$ cat config.mk
export PLATFORM = sky130hd
export DESIGN_NAME = trapezoid_bin_resampler
export DESIGN_NICKNAME = d
export VERILOG_FILES = /design/src/tbr_pkg.sv /design/src/tbr_mul.sv /design/src/trapezoid_bin_resampler.sv
export SDC_FILE = /design/constraint.sdc
export NUM_CORES = 2
export LEC_CHECK = 0
export BUFFER_PORTS_ARGS = -buffer_cell sky130_fd_sc_hd__buf_2
export CAP_MARGIN = 20
export CELL_PAD_IN_SITES_DETAIL_PLACEMENT = 1
export CELL_PAD_IN_SITES_GLOBAL_PLACEMENT = 1
export CORE_MARGIN = 2
export CORE_UTILIZATION = 52
export CTS_CLUSTER_SIZE = 40
export DETAILED_ROUTE_END_ITERATION = 8
export PLACE_DENSITY = 0.84
export SYNTH_ARGS = -nofsm -noshare
export SYNTH_HDL_FRONTEND = slang
export SYNTH_SLANG_ARGS = --single-unit
$ cat constraint.sdc
create_clock -name clk -period 10.4 [get_ports clk]
set_input_delay 1.56 -clock clk [delete_from_list [all_inputs] [get_ports clk]]
set_output_delay 1.56 -clock clk [all_outputs]
set_load 0.005 [all_outputs]
$ cat src/tbr_pkg.sv
// Shared types, widths and codes of the trapezoid bin resampler.
`default_nettype none
package tbr_pkg;

	localparam int POS_W      = 32;
	localparam int SPC_W      = 31;
	localparam int RCP_W      = 32;
	localparam int BU_W       = 17;
	localparam int SAMP_W     = 24;
	localparam int SUM_W      = 25;
	localparam int ACC_W      = 48;
	localparam int IDX_W      = 16;
	localparam int RES_W      = 65;
	localparam int MUL_A_W    = 32;
	localparam int MUL_B_W    = 25;
	localparam int MUL_P_W    = MUL_A_W + MUL_B_W;
	localparam int CFG_IDX_W  = 3;
	localparam int CFG_DATA_W = 32;

	localparam logic [POS_W-1:0] SAMPLE_ORIGIN_RST = 32'h0000_0000;
	localparam logic [SPC_W-1:0] SAMPLE_SPACING_RST = 31'h0001_0000;
	localparam logic [POS_W-1:0] BIN_ORIGIN_RST = 32'h0000_0000;
	localparam logic [SPC_W-1:0] BIN_SPACING_RST = 31'h0001_0000;
	localparam logic [RCP_W-1:0] BIN_RECIP_RST = 32'h0001_0000;
	localparam logic [BU_W-1:0] BINS_USED_RST = 17'd1;
	localparam logic [BU_W-1:0] BINS_MAX = 17'd65536;

	typedef enum logic [CFG_IDX_W-1:0] {
		REG_SAMPLE_ORIGIN  = 3'd0,
		REG_SAMPLE_SPACING = 3'd1,
		REG_BIN_ORIGIN     = 3'd2,
		REG_BIN_SPACING    = 3'd3,
		REG_BIN_RECIP      = 3'd4,
		REG_BINS_USED      = 3'd5
	} reg_idx_t;

	typedef enum logic [11:0] {
		ST_IDLE    = 12'b0000_0000_0001,
		ST_WIN     = 12'b0000_0000_0010,
		ST_WIDTH   = 12'b0000_0000_0100,
		ST_MUL     = 12'b0000_0000_1000,
		ST_ACC     = 12'b0000_0001_0000,
		ST_MAG     = 12'b0000_0010_0000,
		ST_EMUL_LO = 12'b0000_0100_0000,
		ST_EMUL_HI = 12'b0000_1000_0000,
		ST_ESUM    = 12'b0001_0000_0000,
		ST_EOUT    = 12'b0010_0000_0000,
		ST_CLOSE   = 12'b0100_0000_0000,
		ST_COMMIT  = 12'b1000_0000_0000
	} state_t;

	typedef struct packed {
		logic signed [SAMP_W-1:0] sample_value;
		logic                     final_sample;
	} in_t;

	typedef struct packed {
		logic signed [POS_W-1:0] bin_value;
		logic [IDX_W-1:0]        bin_number;
		logic                    final_bin;
	} out_t;

endpackage
`default_nettype wire

$ cat src/tbr_mul.sv
// Shared unsigned multiplier with registered product.
`default_nettype none
module tbr_mul (
	input  logic                        clk,
	input  logic                        en,
	input  logic [tbr_pkg::MUL_A_W-1:0] a,
	input  logic [tbr_pkg::MUL_B_W-1:0] b,
	output logic [tbr_pkg::MUL_P_W-1:0] prod
);

	logic [tbr_pkg::MUL_P_W-1:0] prod_q;

	always_ff @(posedge clk) begin
		if (en) begin
			prod_q <= tbr_pkg::MUL_P_W'(a) * tbr_pkg::MUL_P_W'(b);
		end
	end

	assign prod = prod_q;

endmodule
`default_nettype wire

$ cat src/trapezoid_bin_resampler.sv
// Top level: trapezoid-rule rebinning of a sample stream into uniform bins.
// Samples are taken only in the idle state; sample_stall is high while the sequencer works.
// A bin close adds the output steps, and a stream's first sample only primes the window.
// A final sample flushes the open bin unless all bins are done; result_stall can hold it.
// All products come from one shared 32x25 multiplier stepped by the sequencer.
// Reset loads register defaults and idles the sequencer with no stream open.
`default_nettype none
module trapezoid_bin_resampler (
	input  logic                           clk,
	input  logic                           arst_n,
	input  logic                           cfg_wen,
	input  logic [tbr_pkg::CFG_IDX_W-1:0]  cfg_index,
	input  logic [tbr_pkg::CFG_DATA_W-1:0] cfg_data,
	input  logic                           sample_valid,
	output logic                           sample_stall,
	input  tbr_pkg::in_t                   sample,
	output logic                           result_valid,
	input  logic                           result_stall,
	output tbr_pkg::out_t                  result
);

	function automatic logic signed [31:0] sat32(input logic signed [33:0] v);
		logic signed [31:0] r;
		if (v > 34'sh0_7FFF_FFFF) begin
			r = 32'sh7FFF_FFFF;
		end else if (v < -34'sh0_8000_0000) begin
			r = 32'sh8000_0000;
		end else begin
			r = v[31:0];
		end
		return r;
	endfunction

	// configuration
	logic signed [31:0]                sorg_q;
	logic [tbr_pkg::SPC_W-1:0]         sspc_q;
	logic signed [31:0]                borg_q;
	logic [tbr_pkg::SPC_W-1:0]         bspc_q;
	logic [tbr_pkg::RCP_W-1:0]         rcp_q;
	logic [tbr_pkg::BU_W-1:0]          bu_q;

	// stream state
	tbr_pkg::state_t                   state_q;
	logic                              have_q;
	logic                              done_q;
	logic signed [tbr_pkg::SAMP_W-1:0] prev_q;
	logic signed [31:0]                istart_q;
	logic signed [31:0]                upper_q;
	logic [tbr_pkg::ACC_W-1:0]         acc_q;
	logic [tbr_pkg::IDX_W-1:0]         idx_q;

	// working registers
	logic                              fin_q;
	logic                              final_q;
	logic signed [31:0]                b_q;
	logic                              sneg_q;
	logic [tbr_pkg::SUM_W-1:0]         smag_q;
	logic signed [32:0]                lo_q;
	logic signed [31:0]                hi_q;
	logic signed [32:0]                start_q;
	logic signed [31:0]                end_q;
	logic                              cross_q;
	logic                              second_q;
	logic [tbr_pkg::SPC_W-1:0]         w_q;
	logic                              mneg_q;
	logic [tbr_pkg::ACC_W-1:0]         mag_q;
	logic [tbr_pkg::RES_W-1:0]         res_q;
	logic                              out_valid_q;
	tbr_pkg::out_t                     out_q;

	// multiplier
	logic                              mul_en;
	logic [tbr_pkg::MUL_A_W-1:0]       mul_a;
	logic [tbr_pkg::MUL_B_W-1:0]       mul_b;
	logic [tbr_pkg::MUL_P_W-1:0]       prod;

	// combinational
	logic signed [33:0]                b_sum;
	logic signed [33:0]                up_init_sum;
	logic signed [33:0]                up_next_sum;
	logic signed [31:0]                upper_nx;
	logic signed [32:0]                lo_nx;
	logic signed [32:0]                istart33;
	logic signed [32:0]                span_start;
	logic signed [31:0]                span_end;
	logic signed [33:0]                width_diff;
	logic [tbr_pkg::SPC_W-1:0]         w_nx;
	logic signed [tbr_pkg::SUM_W-1:0]  sum_s;
	logic [tbr_pkg::SUM_W-1:0]         sum_u;
	logic [tbr_pkg::SUM_W-1:0]         smag_nx;
	logic [49:0]                       span_p;
	logic [49:0]                       acc_ext;
	logic [49:0]                       acc_sum;
	logic [tbr_pkg::ACC_W-1:0]         acc_nx;
	logic [tbr_pkg::ACC_W-1:0]         mag_nx;
	logic [tbr_pkg::BU_W-1:0]          bins_eff;
	logic [tbr_pkg::BU_W-1:0]          idx_inc;
	logic                              close_last;
	logic                              big_pos;
	logic                              big_neg;
	logic [31:0]                       mag32;
	logic [31:0]                       val32;
	logic                              out_free;

	tbr_mul u_mul (
		.clk  (clk),
		.en   (mul_en),
		.a    (mul_a),
		.b    (mul_b),
		.prod (prod)
	);

	assign b_sum       = $signed({{2{istart_q[31]}}, istart_q}) + $signed({3'b000, sspc_q});
	assign up_init_sum = $signed({{2{borg_q[31]}}, borg_q}) + $signed({4'b0000, bspc_q[30:1]});
	assign up_next_sum = $signed({{2{upper_q[31]}}, upper_q}) + $signed({3'b000, bspc_q});
	assign upper_nx    = sat32(up_next_sum);
	assign lo_nx       = $signed({upper_q[31], upper_q}) - $signed({2'b00, bspc_q});
	assign istart33    = $signed({istart_q[31], istart_q});
	assign span_start  = (istart33 > lo_q) ? istart33 : lo_q;
	assign span_end    = (b_q < hi_q) ? b_q : hi_q;
	assign width_diff  = $signed({{2{end_q[31]}}, end_q}) - $signed({start_q[32], start_q});
	assign w_nx        = (width_diff > 34'sd0) ? width_diff[30:0] : '0;

	assign sum_s   = $signed({prev_q[23], prev_q})
		+ $signed({sample.sample_value[23], sample.sample_value});
	assign sum_u   = sum_s;
	assign smag_nx = sum_u[24] ? (25'd0 - sum_u) : sum_u;

	assign span_p  = {10'd0, prod[56:17]};
	assign acc_ext = {{2{acc_q[47]}}, acc_q};
	assign acc_sum = sneg_q ? (acc_ext - span_p) : (acc_ext + span_p);

	always_comb begin
		if (acc_sum[49:47] == 3'b000 || acc_sum[49:47] == 3'b111) begin
			acc_nx = acc_sum[47:0];
		end else if (acc_sum[49]) begin
			acc_nx = 48'h8000_0000_0000;
		end else begin
			acc_nx = 48'h7FFF_FFFF_FFFF;
		end
	end

	assign mag_nx = acc_q[47] ? (48'd0 - acc_q) : acc_q;

	always_comb begin
		if (bu_q == '0) begin
			bins_eff = 17'd1;
		end else if (bu_q > tbr_pkg::BINS_MAX) begin
			bins_eff = tbr_pkg::BINS_MAX;
		end else begin
			bins_eff = bu_q;
		end
	end

	assign idx_inc    = {1'b0, idx_q} + 17'd1;
	assign close_last = (idx_inc >= bins_eff);

	assign big_pos = |res_q[64:31];
	assign big_neg = (|res_q[64:32]) || (res_q[31] && (|res_q[30:0]));

	always_comb begin
		if (mneg_q) begin
			mag32 = big_neg ? 32'h8000_0000 : res_q[31:0];
			val32 = 32'd0 - mag32;
		end else begin
			mag32 = res_q[31:0];
			val32 = big_pos ? 32'h7FFF_FFFF : res_q[31:0];
		end
	end

	always_comb begin
		mul_en = (state_q == tbr_pkg::ST_MUL) || (state_q == tbr_pkg::ST_EMUL_LO)
			|| (state_q == tbr_pkg::ST_EMUL_HI);
		mul_a  = rcp_q;
		mul_b  = {1'b0, mag_q[23:0]};
		if (state_q == tbr_pkg::ST_MUL) begin
			mul_a = {1'b0, w_q};
			mul_b = smag_q;
		end else if (state_q == tbr_pkg::ST_EMUL_HI) begin
			mul_b = {1'b0, mag_q[47:24]};
		end
	end

	assign out_free = !out_valid_q || !result_stall;

	always_ff @(posedge clk or negedge arst_n) begin
		if (!arst_n) begin
			sorg_q <= tbr_pkg::SAMPLE_ORIGIN_RST;
			sspc_q <= tbr_pkg::SAMPLE_SPACING_RST;
			borg_q <= tbr_pkg::BIN_ORIGIN_RST;
			bspc_q <= tbr_pkg::BIN_SPACING_RST;
			rcp_q  <= tbr_pkg::BIN_RECIP_RST;
			bu_q   <= tbr_pkg::BINS_USED_RST;
		end else if (cfg_wen) begin
			unique case (cfg_index)
				tbr_pkg::REG_SAMPLE_ORIGIN:  sorg_q <= cfg_data;
				tbr_pkg::REG_SAMPLE_SPACING: sspc_q <= cfg_data[30:0];
				tbr_pkg::REG_BIN_ORIGIN:     borg_q <= cfg_data;
				tbr_pkg::REG_BIN_SPACING:    bspc_q <= cfg_data[30:0];
				tbr_pkg::REG_BIN_RECIP:      rcp_q  <= cfg_data;
				tbr_pkg::REG_BINS_USED:      bu_q   <= cfg_data[16:0];
				default: begin
				end
			endcase
		end
	end

	always_ff @(posedge clk or negedge arst_n) begin
		if (!arst_n) begin
			state_q     <= tbr_pkg::ST_IDLE;
			have_q      <= 1'b0;
			done_q      <= 1'b0;
			out_valid_q <= 1'b0;
		end else begin
			if (out_valid_q && !result_stall && state_q != tbr_pkg::ST_EOUT) begin
				out_valid_q <= 1'b0;
			end
			unique case (state_q)
				tbr_pkg::ST_IDLE: if (sample_valid) begin
					if (!have_q) begin
						have_q  <= 1'b1;
						done_q  <= 1'b0;
						state_q <= sample.final_sample ? tbr_pkg::ST_MAG : tbr_pkg::ST_IDLE;
					end else begin
						state_q <= done_q ? tbr_pkg::ST_COMMIT : tbr_pkg::ST_WIN;
					end
				end
				tbr_pkg::ST_WIN:     state_q <= tbr_pkg::ST_WIDTH;
				tbr_pkg::ST_WIDTH:   state_q <= tbr_pkg::ST_MUL;
				tbr_pkg::ST_MUL:     state_q <= tbr_pkg::ST_ACC;
				tbr_pkg::ST_ACC: begin
					if (second_q || !cross_q) begin
						state_q <= tbr_pkg::ST_COMMIT;
					end else begin
						state_q <= tbr_pkg::ST_MAG;
					end
				end
				tbr_pkg::ST_MAG:     state_q <= tbr_pkg::ST_EMUL_LO;
				tbr_pkg::ST_EMUL_LO: state_q <= tbr_pkg::ST_EMUL_HI;
				tbr_pkg::ST_EMUL_HI: state_q <= tbr_pkg::ST_ESUM;
				tbr_pkg::ST_ESUM:    state_q <= tbr_pkg::ST_EOUT;
				tbr_pkg::ST_EOUT: if (out_free) begin
					out_valid_q <= 1'b1;
					if (final_q) begin
						have_q  <= 1'b0;
						done_q  <= 1'b0;
						state_q <= tbr_pkg::ST_IDLE;
					end else begin
						state_q <= tbr_pkg::ST_CLOSE;
					end
				end
				tbr_pkg::ST_CLOSE: begin
					if (close_last) begin
						done_q  <= 1'b1;
						state_q <= tbr_pkg::ST_COMMIT;
					end else begin
						state_q <= tbr_pkg::ST_WIN;
					end
				end
				tbr_pkg::ST_COMMIT: begin
					if (fin_q && !done_q) begin
						state_q <= tbr_pkg::ST_MAG;
					end else begin
						if (fin_q) begin
							have_q <= 1'b0;
							done_q <= 1'b0;
						end
						state_q <= tbr_pkg::ST_IDLE;
					end
				end
				default: state_q <= tbr_pkg::ST_IDLE;
			endcase
		end
	end

	always_ff @(posedge clk) begin
		unique case (state_q)
			tbr_pkg::ST_IDLE: if (sample_valid) begin
				fin_q  <= sample.final_sample;
				prev_q <= sample.sample_value;
				sneg_q <= sum_s[24];
				smag_q <= smag_nx;
				if (!have_q) begin
					istart_q <= sorg_q;
					upper_q  <= sat32(up_init_sum);
					acc_q    <= '0;
					idx_q    <= '0;
					final_q  <= 1'b1;
				end else begin
					b_q      <= sat32(b_sum);
					lo_q     <= lo_nx;
					hi_q     <= upper_q;
					second_q <= 1'b0;
				end
			end
			tbr_pkg::ST_WIN: begin
				start_q <= span_start;
				end_q   <= span_end;
				if (!second_q) begin
					cross_q <= (b_q > upper_q);
				end
			end
			tbr_pkg::ST_WIDTH: w_q <= w_nx;
			tbr_pkg::ST_MUL: begin
			end
			tbr_pkg::ST_ACC: begin
				acc_q   <= acc_nx;
				final_q <= 1'b0;
			end
			tbr_pkg::ST_MAG: begin
				mneg_q <= acc_q[47];
				mag_q  <= mag_nx;
			end
			tbr_pkg::ST_EMUL_LO: begin
			end
			tbr_pkg::ST_EMUL_HI: res_q <= {24'd0, prod[56:16]};
			tbr_pkg::ST_ESUM:    res_q <= res_q + {prod, 8'd0};
			tbr_pkg::ST_EOUT: if (out_free) begin
				out_q.bin_value  <= val32;
				out_q.bin_number <= idx_q;
				out_q.final_bin  <= final_q || close_last;
			end
			tbr_pkg::ST_CLOSE: if (!close_last) begin
				idx_q    <= idx_q + 16'd1;
				acc_q    <= '0;
				upper_q  <= upper_nx;
				lo_q     <= $signed({upper_q[31], upper_q});
				hi_q     <= upper_nx;
				second_q <= 1'b1;
			end
			tbr_pkg::ST_COMMIT: begin
				istart_q <= b_q;
				final_q  <= 1'b1;
			end
			default: begin
			end
		endcase
	end

	assign sample_stall = (state_q != tbr_pkg::ST_IDLE);
	assign result_valid = out_valid_q;
	assign result       = out_q;

endmodule
`default_nettype wire

## Word level (Yosys, flattened, before mapping)

Index checks and enable logic that the tools add are counted.

| word-level totals | value |
|---|---|
| logic and storage cells | 212 |
| output and inout bits | 51 |
| register bits | 785 |
| input bits | 65 |

| operators by class | value |
|---|---|
| bitwise operators | 1 |
| $mul | 1 |
| mux-type cells | 73 |
| equality and inequality tests | 29 |
| $add $sub $neg | 14 |
| order comparisons | 12 |
| reduce and logical (&&, ||, !) cells | 46 |

Operator list:

| operator | count |
|---|---|
| 2-to-1 mux 32 bit | 17 |
| 2-to-1 mux 48 bit | 5 |
| case mux 32 bit (2 select lines) | 3 |
| case mux 12 bit (12 select lines) | 1 |
| case mux 48 bit (3 select lines) | 1 |
| 2-to-1 mux 33 bit | 4 |
| case mux 65 bit (2 select lines) | 1 |
| > comparator 33 x 32 -> 1 bit (second input constant) | 3 |
| < comparator 33 x 32 -> 1 bit (second input constant) | 3 |
| 2-to-1 mux 12 bit | 6 |
| adder 32 x 32 -> 33 bit | 2 |
| case mux 33 bit (2 select lines) | 1 |
| adder 65 bit | 1 |
| multiplier 32 x 25 -> 57 bit | 1 |
| 2-to-1 mux 50 bit | 1 |
| adder 48 x 41 -> 49 bit | 1 |
| subtractor 48 x 41 -> 49 bit | 1 |
| 2-to-1 mux 16 bit | 3 |
| 2-to-1 mux 24 bit | 2 |
| subtractor 1 x 48 -> 48 bit (first input constant) | 1 |
| 2-to-1 mux 47 bit | 1 |
| > comparator 34 x 1 -> 1 bit (second input constant) | 1 |
| 2-to-1 mux 17 bit | 2 |
| OR reduction 34 bit | 1 |
| 55 further kinds | 113 |

## Logic depth before layout (Yosys ltp)

| logic depth | value |
|---|---|
| depth in word-level cells | 7 |
| mapped depth | 39 |
| mapped depth without buffers | 35 |

## By module

From an unflattened synthesis, not the netlist that was laid out.

| unflattened totals | value |
|---|---|
| cell total of the unflattened synthesis | 7,905 |
| area total of the unflattened synthesis | 76,788.6 um^2 |

Modules (own cells, without submodules):

| module | area an instance (um^2) | sequential area each (um^2) | times used | cells each |
|---|---|---|---|---|
| trapezoid_bin_resampler | 49,125.9 | 20,916.3 | 1 | 4,900 |
| tbr_mul | 27,662.8 | 1,711.6 | 1 | 3,005 |

## Least setup slack after synthesis

No wires, ideal clock.

| timing | value |
|---|---|
| path type | flip-flop to flip-flop |
| from | register state_q[0] |
| to | register u_mul.prod_q, in the netlist u_mul.prod[55] (data pin) |
| slack | 0.951 ns |
| library setup time | 0.265 ns |
| stages on the path, launching flop included | 37 |
| data arrival time | 9.184 ns |
| path through | dfstp_2 > nor2_1 > nand2_1 > nor2_1 > nand4b_1 > clkbuf_1 > buf_1 > mux2i_1 > nand2_1 > o21ai_1 > clkbuf_1 > nor2_1 > fa_1 > fa_1 > inv_1 > fa_1 > fa_1 > inv_1 > fa_1 > fa_1 > inv_1 > fa_1 > inv_1 > ha_1 > clkbuf_1 > and3_1 > nand2_1 > or3_1 > or3b_2 > a31oi_1 > o221ai_1 > a21oi_1 > and3_1 > nor2_1 > o221a_2 > o21ai_0 > xor2_1 |

| between the ends | value |
|---|---|
| longest elaborated chain between the ends | 4 |

Ends and longest elaborated chain:

| item | RTL line | RTL |
|---|---|---|
| start: declaration | trapezoid_bin_resampler.sv:43 | `tbr_pkg::state_t state_q;` |
| start signal: assignment | trapezoid_bin_resampler.sv:210 | `state_q <= tbr_pkg::ST_IDLE;` |
| start signal: assignment | trapezoid_bin_resampler.sv:223 | `state_q <= sample.final_sample ? tbr_pkg::ST_MAG : tbr_pkg::ST_IDLE;` |
| start signal: assignment | trapezoid_bin_resampler.sv:225 | `state_q <= done_q ? tbr_pkg::ST_COMMIT : tbr_pkg::ST_WIN;` |
| equality test 12 x 8 -> 1 bit | trapezoid_bin_resampler.sv:179 | `end else if (state_q == tbr_pkg::ST_EMUL_HI) begin` |
| 2-to-1 mux 24 bit | trapezoid_bin_resampler.sv:179 |  |
| 2-to-1 mux 25 bit | trapezoid_bin_resampler.sv:176 | `if (state_q == tbr_pkg::ST_MUL) begin` |
| multiplier 32 x 25 -> 57 bit (*) | tbr_mul.sv:15 | `prod_q <= tbr_pkg::MUL_P_W'(a) * tbr_pkg::MUL_P_W'(b);` |
| end signal: assignment | tbr_mul.sv:15 |  |
| end: declaration | tbr_mul.sv:11 | `logic [tbr_pkg::MUL_P_W-1:0] prod_q;` |

Mark *: on every way between the ends. The rest lies on a longest branch, timed or not.
A chain may end at the register's enable or synchronous reset.

## Worst setup path after layout

| timing | value |
|---|---|
| from | register state_q[4] |
| to | register u_mul.prod_q, in the netlist u_mul.prod[53] (data pin) |

Same word-level chain as after synthesis.

==> summary.txt <==
Yosys
  • Synth Area in Simple Gates: 0.131
  • Synth top area share: 0.238
  • Library cells used by synthesis: just under 90
  • Synthesized flop and latch total: about 800
  • Syn Area/Cell: 9.68 um^2
  • FFs w/ async S/R, synth: 0.242
  • Cells after Synth: roughly 7700
  • Post-synthesis compound-gate area fraction: 0.121
  • Post-synth EDFFs: 595
  • Count leader, synth: inv_1
  • Synth Flop Type: edfxtp_1
  • Adder-Cell Fraction of Synth Area: 0.285
  • Post-synth top area cell: edfxtp_1
  • Mux cell area share after synthesis: 0.0489
  • Largest family of logic cells by synthesized area: adder cells
  • XOR/XNOR share of the synthesized area: 0.0486
  • Syn Std Cell Area: roughly 0.075 mm^2
  • Synth top cells by count: inv_1, nand2_1, nor2_1
  • Ranking of synthesized cells by area: edfxtp_1, fa_1, ha_1, dfrtp_1, inv_1
  • Seq/Total Area, Yosys: 0.302
  • Synth warn: 0
  • Syn nets: between 9000 and 10000

Min path
  • Hold Path Class: flip-flop to flip-flop

Timing
  • Crit path time final: roughly 10 ns
  • RSZ-0062 raised after global routing: no
  • Fmax: ~100 MHz
  • Final setup viols: 0
  • TNS Setup: 0 ns
  • Slew Limit Headroom: 0.257
  • Worst Max-Slew Pin Slew: 1.08 ns
  • Final Hold Viols: 0
  • Max-slew violations: 0
  • PnR worst setup slack: 0.433 ns
  • Final Skew: 0.0849 ns
  • Post-route clock period utilization: 0.958

Finish
  • Ratio of cells with drive above 1 in the final layout: 0.102
  • Layout Utilization: 0.570
  • FF+latch area: ~0.023 mm^2
  • Footprint of the multi-input gates: between 0.04 and 0.05 mm^2
  • Area Overhead vs Synth: 8.86%
  • # nets final: around 9000
  • # fillers: 16000

Critical path
  • Biggest cell delay along the critical path: 0.67 ns
  • CP Buf/Inv Count: 6
  • Crit path arrival time: roughly 10 ns
  • Worst Setup Path Type: flip-flop to flip-flop
  • WP data required: 10.83 ns
  • CP Max Fanout: 27
  • Most used cell, CP: fa_1
  • Crit-path leading delay family: adder cells
  • Crit end category: flip-flop
  • Critical path launch point type: flip-flop
  • Slowest cell on the critical path: or4b_2

Placement
  • Global placement routability congestion: around 1.0
  • DP HPWL: a little over 200 mm
  • Worst slack at placement: 0.191 ns
  • Port bufs: 115

Detailed routing
  • Wire per inst: 27.0 um
  • Antenna Nets Post-Route: 0
  • DR DRC count: 0
  • 1st-pass router iterations: 6
  • Via/cell ratio: 6.20
  • WL final: approximately 270 mm
  • Vias: 60900
  • DRT iter0 DRCs: roughly 4700

Floorplan
  • CORE AREA: 0.143 mm^2
  • Die Span X: about 380 um
  • I/O Pins: roughly 120
  • Die height: 384 um
  • Die footprint: 0.147 mm^2
  • Initial Util: 0.523
  • Row Count: approximately 140

Status
  • Outcome: finished, final reports clean

GRT
  • GRT Util Overall: 0.360
  • First-pass GRT wire length: slightly above 400 mm
  • Vias in the first global route: approximately 67000
  • Largest net degree at the start of global routing: roughly 100
  • Initial antenna violation count: 19
  • Residual overflow from global routing: 0

Clock tree
  • Reg clk slew, reported paths: 0.08 ns
  • H-tree Lvls: 3
  • Clk_lat worst skew: 0.76 ns
  • CTS tree: yes
  • CTS buffer count: 90
  • Clock sinks: 785
  • Longest Clk Path Bufs: 3
  • Root Buffer: clkbuf_16
  • CTS Hold Bufs: 0

Flow run
  • Max-Cap Viols: 0
==> sequential cells by signal (all words and copies together) (netlist names), 24 cells and up <==
signal      cells
end_q          32
start_q        33
mag_q          48
sspc_q         31
smag_q         25
u_mul.prod     57
borg_q         32
hi_q           32
b_q            32
lo_q           33
rcp_q          32
w_q            31
bspc_q         31
acc_q          48
upper_q        32
prev_q         24
res_q          65
result         49
sorg_q         32
istart_q       32
==> cell type report <==
class                           count  share of cell area
Tap cell                         1903              0.0292
Sequential cell                   785               0.277
Clock buffer                      126              0.0314
Antenna cell                        5            0.000153
Multi-Input combinational cell   5674               0.585
Inverter                          994              0.0457
Timing Repair Buffer              287              0.0249
Clock inverter                     44             0.00658
==> cell families after synthesis <==
family,after synthesis
multiplexers,332
flip-flops,785
adder cells (fa/ha/maj),1289
buffers and inverters,1288
AND/OR/NAND/NOR,2189
XOR/XNOR,416
other,1
AO/OA/AOI/OAI,1447
==> stage by stage <==
| step | instance area [um^2] | cells | hold slack, ns |
|---|---|---|---|
| floorplan | 75000 | 7747 | 0.464 |
| global placement | 78400 | 9639 | 0.479 |
| detailed placement | 78400 | 9640 | 0.488 |
| CTS | 81500 | 9810 | 0.468 |
| global route | 81600 | 9813 | 0.510 |
| finish | 81600 | 9818 | 0.470 |
==> worst paths after layout <==
path                                        start                  endpoint  slack [ns]  depth (start not counted)
setup / recovery           state_q[4]$_DFFE_PN0P_  u_mul.prod[53]$_DFFE_PP_        0.43                         34
hold / removal             acc_q[0]$_SDFFCE_PN0P_        mag_q[0]$_DFFE_PP_        0.47                          0
setup reg to reg           state_q[4]$_DFFE_PN0P_  u_mul.prod[53]$_DFFE_PP_        0.43                         34
hold reg to reg            acc_q[0]$_SDFFCE_PN0P_        mag_q[0]$_DFFE_PP_        0.47                          0
max in group asynchronous                  arst_n     sspc_q[2]$_DFFE_PN0P_        8.38                          2
min in group asynchronous                  arst_n    borg_q[26]$_DFFE_PN0P_        0.82                          1
==> what timing repair did <==
item / in CTS / in global routing
buffers inserted: 0 / 1
endpoints found under the setup margin: 0 / 6
gates resized for setup: 0 / 20
==> layer usage <==
metal / global-route usage / up-vias / part of all wire
li1: - / 26400 / -
met1: 0.425 / 31200 / 0.37
met2: 0.613 / 2492 / 0.49
met3: 0.0652 / 875 / 0.076
met4: 0.215 / 10 / 0.068
met5: 0 / - / 0.00025
==> layout by cell type (no fill, tap or decap), types with 16 or more instances in the layout <==
cell type / instances
inv_1: 992
nand2_1: 814
nor2_1: 725
fa_1: 695
edfxtp_1: 595
ha_1: 594
a21oi_1: 413
o21ai_0: 346
xnor2_1: 282
mux2_2: 275
a21o_1: 191
dfrtp_1: 185
buf_4: 157
xor2_1: 134
buf_2: 114
clkbuf_16: 93
nand3_1: 84
nor2b_1: 81
nand2b_1: 71
o21a_1: 69
nor3_1: 66
nand4_1: 63
mux2i_1: 54
a31oi_1: 50
o31ai_1: 49
and3_1: 46
and2_1: 45
o21bai_1: 44
nor4_1: 41
or3_1: 37
o211ai_1: 35
a211oi_1: 30
or2_2: 24
clkbuf_1: 22
a211o_1: 17
o311ai_0: 17
o31a_1: 16
Power is left out: the tool's default activity adds up to more than one toggle a clock period on the data nets, which glitch-free logic cannot reach.
